--- src/rtl/bale_pkg.sv ---
// ----------------------------------------------------------------------------
// bale_pkg
// Shared types and codes for the bounded array list engine.
// ----------------------------------------------------------------------------
`default_nettype none

package bale_pkg;

  typedef enum logic [3:0] {
    MODE_CLEAR     = 4'd0,
    MODE_INSERT    = 4'd1,
    MODE_DELETE    = 4'd2,
    MODE_LOCATE    = 4'd3,
    MODE_REMOVE_MIN = 4'd4,
    MODE_REVERSE   = 4'd5,
    MODE_REMOVE_VAL = 4'd6,
    MODE_REMOVE_RNG = 4'd7,
    MODE_DEDUP     = 4'd8
  } mode_t;

  typedef enum logic [2:0] {
    ST_IDLE,
    ST_READ,
    ST_EXEC,
    ST_FINISH,
    ST_RESULT
  } state_t;

  localparam logic [1:0] STATUS_OK     = 2'd0;
  localparam logic [1:0] STATUS_BADPOS = 2'd1;
  localparam logic [1:0] STATUS_FULL   = 2'd2;
  localparam logic [1:0] STATUS_EMPTY  = 2'd3;

endpackage

`default_nettype wire

--- src/rtl/bounded_array_list_engine.sv ---
// ----------------------------------------------------------------------------
// bounded_array_list_engine
// Bounded list of signed 32-bit elements held in one synchronous RAM.
// ----------------------------------------------------------------------------
//
//   Channel   Direction  Handshake             Payload
//   in_       request    in_valid / in_ready   mode, position, value, bounds
//   out_      result     out_valid / out_ready status, value, position, length
//
// Clear, rejected requests and requests with nothing to walk go from the
// accepting cycle straight to the result state, which loads the result
// register. Every other request walks the list through the single RAM port
// pair, each element in a read state and then an exec state acting on the
// registered read data; insert ends with a finish state for its final write
// (an insert at the end goes there directly), and reverse writes one element
// of each swapped pair there. Reset (synchronous, active low) empties the
// list; the RAM itself is not cleared, since only written slots are ever read.
// A result waits in the output register while the next request is accepted;
// the engine stalls in its result state only when that register is still full.
`default_nettype none

module bounded_array_list_engine #(
  parameter int LIST_DEPTH = 64
) (
  input  wire logic               clk,
  input  wire logic               rst_n,
  input  wire logic               in_valid,
  output      logic               in_ready,
  input  wire logic [3:0]         in_mode,
  input  wire logic [6:0]         in_position,
  input  wire logic signed [31:0] in_value,
  input  wire logic signed [31:0] in_range_low,
  input  wire logic signed [31:0] in_range_high,
  output      logic               out_valid,
  input  wire logic               out_ready,
  output      logic [1:0]         out_status,
  output      logic signed [31:0] out_result_value,
  output      logic [6:0]         out_result_position,
  output      logic [6:0]         out_new_length
);

  localparam int LW = $clog2(LIST_DEPTH + 1);
  localparam int AW = $clog2(LIST_DEPTH);
  localparam int CW = ((LW > 7) ? LW : 7) + 1;

  bale_pkg::state_t state_r, state_nxt;

  // Element storage: one write and one registered read per cycle.
  logic [31:0]        mem [LIST_DEPTH];
  logic signed [31:0] rdata_r;
  logic               we;
  logic [AW-1:0]      waddr, raddr;
  logic [31:0]        wdata;

  logic [LW-1:0]      len_r, len_nxt;
  logic [LW-1:0]      idx_r, idx_nxt;
  logic [LW-1:0]      k_r, k_nxt;
  logic signed [31:0] tmp_r, tmp_nxt;
  logic               ph_r, ph_nxt;
  bale_pkg::mode_t    mode_r, mode_nxt;
  logic [6:0]         pos_r, pos_nxt;
  logic signed [31:0] val_r, val_nxt;
  logic signed [31:0] lo_r, lo_nxt;
  logic signed [31:0] hi_r, hi_nxt;
  logic [1:0]         status_r, status_nxt;
  logic signed [31:0] rval_r, rval_nxt;
  logic [6:0]         rpos_r, rpos_nxt;

  logic               out_valid_r, out_valid_nxt;
  logic [1:0]         o_status_r, o_status_nxt;
  logic signed [31:0] o_rval_r, o_rval_nxt;
  logic [6:0]         o_rpos_r, o_rpos_nxt;
  logic [6:0]         o_len_r, o_len_nxt;

  logic accept, out_free;
  logic [CW-1:0] pos_w, n_w, pos_m1;
  logic ins_bad, del_bad, is_full, is_last, ins_stop, min_take, keep, rev_more;
  logic [LW-1:0] k_min;

  always_ff @(posedge clk) begin
    if (we) begin
      mem[waddr] <= wdata;
    end
    rdata_r <= mem[raddr];
  end

  assign raddr    = ph_r ? k_r[AW-1:0] : idx_r[AW-1:0];
  assign in_ready = (state_r == bale_pkg::ST_IDLE);
  assign accept   = in_valid && in_ready;
  assign out_free = !out_valid_r || out_ready;

  // Checks on the incoming request against the current length.
  assign pos_w   = CW'(in_position);
  assign n_w     = CW'(len_r);
  assign ins_bad = (pos_w == '0) || (pos_w > n_w + CW'(1));
  assign del_bad = (pos_w == '0) || (pos_w > n_w);
  assign is_full = (len_r == LW'(LIST_DEPTH));

  // Per-element decisions on the registered read data.
  assign pos_m1   = CW'(pos_r) - CW'(1);
  assign is_last  = (idx_r == len_r - LW'(1));
  assign ins_stop = (CW'(idx_r) == pos_m1);
  assign min_take = (idx_r == '0) || (rdata_r < tmp_r);
  assign k_min    = min_take ? idx_r : k_r;
  assign rev_more = (idx_r + LW'(1)) < (k_r - LW'(1));

  always_comb begin
    case (mode_r)
      bale_pkg::MODE_REMOVE_VAL: keep = (rdata_r != val_r);
      bale_pkg::MODE_REMOVE_RNG: keep = !((lo_r < rdata_r) && (rdata_r < hi_r));
      default:                   keep = (idx_r == '0) || (rdata_r != tmp_r);
    endcase
  end

  // Next state.
  always_comb begin
    state_nxt = state_r;
    unique case (state_r)
      bale_pkg::ST_IDLE: begin
        if (accept) begin
          state_nxt = bale_pkg::ST_RESULT;
          case (in_mode) inside
            bale_pkg::MODE_INSERT: begin
              if (!ins_bad && !is_full) begin
                state_nxt = (pos_w <= n_w) ? bale_pkg::ST_READ : bale_pkg::ST_FINISH;
              end
            end
            bale_pkg::MODE_DELETE: begin
              if (!del_bad) state_nxt = bale_pkg::ST_READ;
            end
            bale_pkg::MODE_LOCATE, bale_pkg::MODE_REMOVE_MIN, bale_pkg::MODE_REMOVE_VAL,
            bale_pkg::MODE_DEDUP: begin
              if (len_r != '0) state_nxt = bale_pkg::ST_READ;
            end
            bale_pkg::MODE_REMOVE_RNG: begin
              if (len_r != '0 && !(in_range_high < in_range_low)) begin
                state_nxt = bale_pkg::ST_READ;
              end
            end
            bale_pkg::MODE_REVERSE: begin
              if (len_r > LW'(1)) state_nxt = bale_pkg::ST_READ;
            end
            default: state_nxt = bale_pkg::ST_RESULT;
          endcase
        end
      end
      bale_pkg::ST_READ: state_nxt = bale_pkg::ST_EXEC;
      bale_pkg::ST_EXEC: begin
        case (mode_r)
          bale_pkg::MODE_INSERT:
            state_nxt = ins_stop ? bale_pkg::ST_FINISH : bale_pkg::ST_READ;
          bale_pkg::MODE_LOCATE:
            state_nxt = (rdata_r == val_r || is_last) ? bale_pkg::ST_RESULT
                                                      : bale_pkg::ST_READ;
          bale_pkg::MODE_REVERSE:
            state_nxt = ph_r ? bale_pkg::ST_FINISH : bale_pkg::ST_READ;
          default:
            state_nxt = is_last ? bale_pkg::ST_RESULT : bale_pkg::ST_READ;
        endcase
      end
      bale_pkg::ST_FINISH: begin
        if (mode_r == bale_pkg::MODE_REVERSE && rev_more) state_nxt = bale_pkg::ST_READ;
        else state_nxt = bale_pkg::ST_RESULT;
      end
      bale_pkg::ST_RESULT: begin
        if (out_free) state_nxt = bale_pkg::ST_IDLE;
      end
      default: state_nxt = bale_pkg::ST_IDLE;
    endcase
  end

  // Datapath, RAM controls and result register.
  always_comb begin
    len_nxt = len_r;   idx_nxt = idx_r;   k_nxt = k_r;     tmp_nxt = tmp_r;
    ph_nxt = ph_r;     mode_nxt = mode_r; pos_nxt = pos_r; val_nxt = val_r;
    lo_nxt = lo_r;     hi_nxt = hi_r;     status_nxt = status_r;
    rval_nxt = rval_r; rpos_nxt = rpos_r;
    we = 1'b0;  waddr = idx_r[AW-1:0];  wdata = rdata_r;
    out_valid_nxt = out_valid_r && !out_ready;
    o_status_nxt = o_status_r; o_rval_nxt = o_rval_r;
    o_rpos_nxt = o_rpos_r;     o_len_nxt = o_len_r;

    unique case (state_r)
      bale_pkg::ST_IDLE: begin
        if (accept) begin
          mode_nxt = bale_pkg::mode_t'(in_mode);
          pos_nxt = in_position; val_nxt = in_value;
          lo_nxt = in_range_low; hi_nxt = in_range_high;
          status_nxt = bale_pkg::STATUS_OK;
          rval_nxt = '0; rpos_nxt = '0; ph_nxt = 1'b0;
          idx_nxt = '0; k_nxt = '0;
          case (in_mode)
            bale_pkg::MODE_CLEAR: len_nxt = '0;
            bale_pkg::MODE_INSERT: begin
              if (ins_bad) status_nxt = bale_pkg::STATUS_BADPOS;
              else if (is_full) status_nxt = bale_pkg::STATUS_FULL;
              idx_nxt = len_r - LW'(1);
            end
            bale_pkg::MODE_DELETE: begin
              if (del_bad) status_nxt = bale_pkg::STATUS_BADPOS;
              idx_nxt = LW'(pos_w - CW'(1));
            end
            bale_pkg::MODE_REMOVE_MIN: begin
              if (len_r == '0) status_nxt = bale_pkg::STATUS_EMPTY;
            end
            bale_pkg::MODE_REVERSE: k_nxt = len_r - LW'(1);
            default: ;
          endcase
        end
      end
      bale_pkg::ST_READ: ;
      bale_pkg::ST_EXEC: begin
        idx_nxt = idx_r + LW'(1);
        case (mode_r) inside
          bale_pkg::MODE_INSERT: begin
            we = 1'b1; waddr = AW'(idx_r + LW'(1));
            idx_nxt = idx_r - LW'(1);
          end
          bale_pkg::MODE_DELETE: begin
            if (ins_stop) rval_nxt = rdata_r;
            else begin
              we = 1'b1; waddr = AW'(idx_r - LW'(1));
            end
            if (is_last) len_nxt = len_r - LW'(1);
          end
          bale_pkg::MODE_LOCATE: begin
            if (rdata_r == val_r) rpos_nxt = 7'(idx_r + LW'(1));
          end
          bale_pkg::MODE_REMOVE_MIN: begin
            if (min_take) tmp_nxt = rdata_r;
            k_nxt = k_min;
            if (is_last) begin
              // The last element is in hand: it fills the minimum's slot.
              we = 1'b1; waddr = k_min[AW-1:0];
              rval_nxt = min_take ? rdata_r : tmp_r;
              rpos_nxt = 7'(k_min + LW'(1));
              len_nxt = len_r - LW'(1);
            end
          end
          bale_pkg::MODE_REVERSE: begin
            idx_nxt = idx_r;
            if (!ph_r) begin
              tmp_nxt = rdata_r; ph_nxt = 1'b1;
            end else begin
              we = 1'b1; ph_nxt = 1'b0;
            end
          end
          bale_pkg::MODE_REMOVE_VAL, bale_pkg::MODE_REMOVE_RNG,
          bale_pkg::MODE_DEDUP: begin
            if (keep) begin
              we = 1'b1; waddr = k_r[AW-1:0];
              k_nxt = k_r + LW'(1);
              tmp_nxt = rdata_r;
            end
            if (is_last) len_nxt = keep ? k_r + LW'(1) : k_r;
          end
          default: ;
        endcase
      end
      bale_pkg::ST_FINISH: begin
        we = 1'b1;
        if (mode_r == bale_pkg::MODE_REVERSE) begin
          waddr = k_r[AW-1:0]; wdata = tmp_r;
          idx_nxt = idx_r + LW'(1); k_nxt = k_r - LW'(1);
        end else begin
          waddr = AW'(pos_m1); wdata = val_r;
          len_nxt = len_r + LW'(1);
        end
      end
      bale_pkg::ST_RESULT: begin
        if (out_free) begin
          out_valid_nxt = 1'b1;
          o_status_nxt = status_r; o_rval_nxt = rval_r;
          o_rpos_nxt = rpos_r;     o_len_nxt = 7'(len_r);
        end
      end
      default: ;
    endcase
  end

  always_ff @(posedge clk) begin
    if (!rst_n) begin
      state_r <= bale_pkg::ST_IDLE;
      len_r <= '0;
      ph_r <= 1'b0;
      out_valid_r <= 1'b0;
    end else begin
      state_r <= state_nxt;
      len_r <= len_nxt;
      ph_r <= ph_nxt;
      out_valid_r <= out_valid_nxt;
    end
  end

  always_ff @(posedge clk) begin
    idx_r <= idx_nxt;   k_r <= k_nxt;       tmp_r <= tmp_nxt;
    mode_r <= mode_nxt; pos_r <= pos_nxt;   val_r <= val_nxt;
    lo_r <= lo_nxt;     hi_r <= hi_nxt;     status_r <= status_nxt;
    rval_r <= rval_nxt; rpos_r <= rpos_nxt;
    o_status_r <= o_status_nxt; o_rval_r <= o_rval_nxt;
    o_rpos_r <= o_rpos_nxt;     o_len_r <= o_len_nxt;
  end

  assign out_valid           = out_valid_r;
  assign out_status          = o_status_r;
  assign out_result_value    = o_rval_r;
  assign out_result_position = o_rpos_r;
  assign out_new_length      = o_len_r;

endmodule

`default_nettype wire

--- config.mk ---
export PLATFORM = sky130hd
export DESIGN_NAME = bounded_array_list_engine
export DESIGN_NICKNAME = d
export VERILOG_FILES = /design/src/rtl/bale_pkg.sv /design/src/rtl/bounded_array_list_engine.sv
export SDC_FILE = /design/constraint.sdc
export NUM_CORES = 2
export LEC_CHECK = 0
export ABC_AREA = 0
export BUFFER_PORTS_ARGS = -buffer_cell sky130_fd_sc_hd__buf_2
export CAP_MARGIN = 15
export CORE_MARGIN = 2
export CORE_UTILIZATION = 42
export CTS_BUF_LIST = sky130_fd_sc_hd__clkbuf_8 sky130_fd_sc_hd__clkbuf_16
export CTS_CLUSTER_DIAMETER = 60
export DETAILED_ROUTE_END_ITERATION = 8
export HOLD_SLACK_MARGIN = 0.15
export PLACE_DENSITY = 0.62
export SLEW_MARGIN = 20
export SYNTH_ARGS = -nofsm -noshare
export SYNTH_HDL_FRONTEND = slang
export SYNTH_SLANG_ARGS = --single-unit
--- constraint.sdc ---
create_clock -name clk -period 16.6 [get_ports clk]
set_clock_uncertainty 0.2 [all_clocks]
set_input_delay 4.15 -clock clk [delete_from_list [all_inputs] [get_ports clk]]
set_output_delay 4.15 -clock clk [all_outputs]
set_load 0.01 [all_outputs]
==> metrics.csv <==
stage,metric,value,unit
setup_path,required,16.93,ns
layout,n_fill_cell,18930,
global_routing,grt_pass1_wl,368.2,mm
pwr,vdd_drop_max,0.09372,mV
layout,drive_gt1_share,22.90,%
routing,detail-route-antenna-nets,0,
timing,timing.fmax,140.5,MHz
clocking,path_clk_slew,0.06,ns
synth,seq_area_frac_synth,72.86,%
global_routing,grt_antenna_before_repair,12,
timing,relSlewSlack,10.55,%
layout,synthToLayoutAreaGrowth,14.13,%
placement,dp_worst_setup_slack,9.521,ns
routing,avgViaCountPerCell,5.843,
pwr,clkPwrFrac,35.0,%
layout,multi_input_area,0.02526,mm2
pwr,seqPwrFrac,48.8,%
synth,synth-seq-cells,2334,
timing,period_share,42.86,%
synth,synth_top_cell_area_share,71.94,%
timing,rsz0062_at_grt,false,
clocking,cts_hold_buffers,0,
run,max_cap_violations,0,
synth,syn-num-nets,5695,
clocking,ctsResizeCount,0,
timing,period_minus_slack,7.115,ns
pwr,switching_power,4.052,mW
setup_path,end_kind,register,
layout,post-route-util,48.09,%
routing,num_vias,52140,
floorplan,num_rows,175,
floorplan,num_io_pins,161,
global_routing,globalRouteOverflowTotal,0,
timing,setup_violations,0,
floorplan,fp.dieW,481.1,um
synth,syn_inst,5428,
global_routing,track_usage,21.91,%
floorplan,die-area,0.2314,mm2
routing,wl_per_cell,28.67,um
pwr,p_int,10.64,mW
synth,synth_edf_count,2290,
synth,synth.area.top_cells,"edfxtp_1 72%, mux4_2 12%, nand2_1 2.7%",
clocking,clk_path_buf_depth,3,
placement,io_buffers,160,
clocking,ctsRootBufferMaster,clkbuf_16,
layout,regArea,0.06965,mm2
setup_path,cp_max_fo,20,
global_routing,grt_max_degree,112,
setup_path,setup.worst_path.start_class,register,
synth,synth_area_per_cell,17.61,um2
floorplan,core,0.2268,mm2
layout,final_nets,5974,
timing,timing_hold_violations_final,0,
clocking,cts_tree,done,
clocking,postCtsSetupRepairBufs,0,
routing,dr.first_iter.drc_count,6130,
pwr,power_density,134.6,mW/mm2
routing,firstDrtPassIters,8,
setup_path,crit_type,reg -> reg,
run_status,status,"complete, no violations",
timing,finalHoldWorstSlack,0.2163,ns
clocking,cts_buffers,234,
timing,worst_slack,9.485,ns
clocking,cts.sinks,2334,
floorplan,initial_core_util,42.14,%
routing,drc_errors,0,
timing,tns,0,ns
min_path,hold_class,reg -> reg,
placement,routabilityCongestion,0.8947,
pwr,sw_frac_of_total,27.59,%
timing,worst_slew_pin_slew,1.333,ns
clocking,clk_latency,0.88,ns
placement,dp_hpwl,147.3,mm
synth,synth_top_area_cell,edfxtp_1,
pwr,p_leak,36.38,nW
setup_path,crit_arrival,7.45,ns
timing,drv_slew,0,
synth,yosysWarnings,0,
synth,ys_types,82,
synth,syn_area,0.09559,mm2
pwr,p_comb_share,16.1,%
global_routing,grt_pass1_vias,51690,
floorplan,die_h,481.1,um
synth,async_reset_ff_share,0,%
clocking,htree_num_levels,4,
routing,wl,255.9,mm
synth,synth_ff_type,edfxtp_1,
## power groups by stage
| stage | Sequential, mW | Clock, mW | Combinational [mW] |
|---|---|---|---|
| CTS | 7.17 | 5.23 | 2.37 |
| detailed placement | 7.29 | 0 | 2.37 |
| global placement | 7.28 | 0 | 2.32 |
| global route | 7.18 | 5.45 | 2.53 |
| finish | 7.17 | 5.15 | 2.37 |
| floorplan | 7.32 | 0 | 1.31 |
## per-layer routing
metal | vias to the layer above | global-route usage (%) | wire length (um) | part of all wire, %
met3 | 318 | 4.408 | 21900 | 8.6
li1 | 22210 | - | - | -
met2 | 2169 | 34.43 | 120100 | 47
met5 | - | 0 | 14 | 0.0055
met1 | 27440 | 31.10 | 106800 | 42
met4 | 4 | 6.270 | 7017 | 2.7
## registers in the layout, summed over array words and instances (netlist names), 3 cells and up
name	flops
out_result_position	7
len_r	7
lo_r	32
state_r	3
hi_r	32
rpos_r	7
val_r	32
rdata_r	32
mem	2048
out_result_value	32
k_r	7
pos_r	7
tmp_r	32
idx_r	7
rval_r	32
mode_r	4
out_new_length	7
## layout by cell type (no fill, tap or decap), types with 142 or more instances in the layout
cell	Yosys	layout
buf_2	22	160
clkbuf_16	0	237
nand3_1	179	177
nand2_1	679	677
edfxtp_1	2290	2290
ha_1	156	156
a21oi_1	143	142
mux4_2	512	512
buf_4	0	169
inv_1	157	207
## area by class of cell
class | count | share of cell area [%]
Multi-Input combinational cell | 2638 | 23.16
Sequential cell | 2334 | 63.84
Antenna cell | 6 | 0.01376
Clock buffer | 240 | 5.474
Inverter | 158 | 0.5436
Timing Repair Buffer | 341 | 2.124
Tap cell | 3009 | 3.451
Clock inverter | 198 | 1.398
## cells in the mapped netlist (all sizes together), types with 22 or more instances
cell type,instances
a31oi,49
edfxtp,2290
inv,158
buf,87
nand4,36
a311oi,92
and3,71
clkbuf,211
nand2,680
a21oi,144
dfxtp,44
o21ai,113
nand3,179
a22o,33
ha,156
mux4,512
a21o,25
xnor2,68
xor2,22
nor2,179
nor3,32
## logic make-up (layout without fill, tap and decap cells)
group                      after synthesis  count (layout)  synth area share, %
adders and majority gates              156             156                2.042
AOI/OAI and AO/OA                      578             578                4.094
other                                    0               6                    0
buffers and inverters                  456             937                1.835
DFF                                   2334            2334                72.86
xor gates and xnor gates                94              94               0.9189
muxes                                  540             540                12.37
and+or+nand+nor                       1270            1270                5.884
## worst paths after layout
| kind | startpoint | to | slack (ns) | depth (start not counted) |
|---|---|---|---|---|
| worst min-delay path | rval_r[13] | out_result_value[13] | 0.22 | 0 |
| worst max-delay path | rdata_r[13] | mem[41][24] | 9.48 | 13 |
| worst min register to register | rval_r[13] | out_result_value[13] | 0.22 | 0 |
| worst max register to register | rdata_r[13] | mem[41][24] | 9.48 | 13 |
## through the flow
stage / cell area, um2 / cells / total power [mW]
final: 109100 / 8924 / 14.69
after floorplan: 95590 / 5428 / 8.630
after global placement: 101500 / 8479 / 9.604
after CTS: 109000 / 8918 / 14.77
after detailed placement: 101500 / 8480 / 9.656
after global routing: 109100 / 8920 / 15.16
## worst max-delay path: stages, from the launching register on
cell and delay (ns):
dfxtp_1 0.40, ha_1 0.36, and4_1 0.25, nand4_1 0.10, a2111oi_0 0.95, o311ai_2 0.24, nor3b_2 0.22, o221ai_2 0.47
mux2_2 0.40, a221o_1 0.31, a21oi_1 0.76, nand3_1 0.93, nor2_4 0.69, buf_4 0.42
Note: power is estimated with default switching activity, not from simulation.
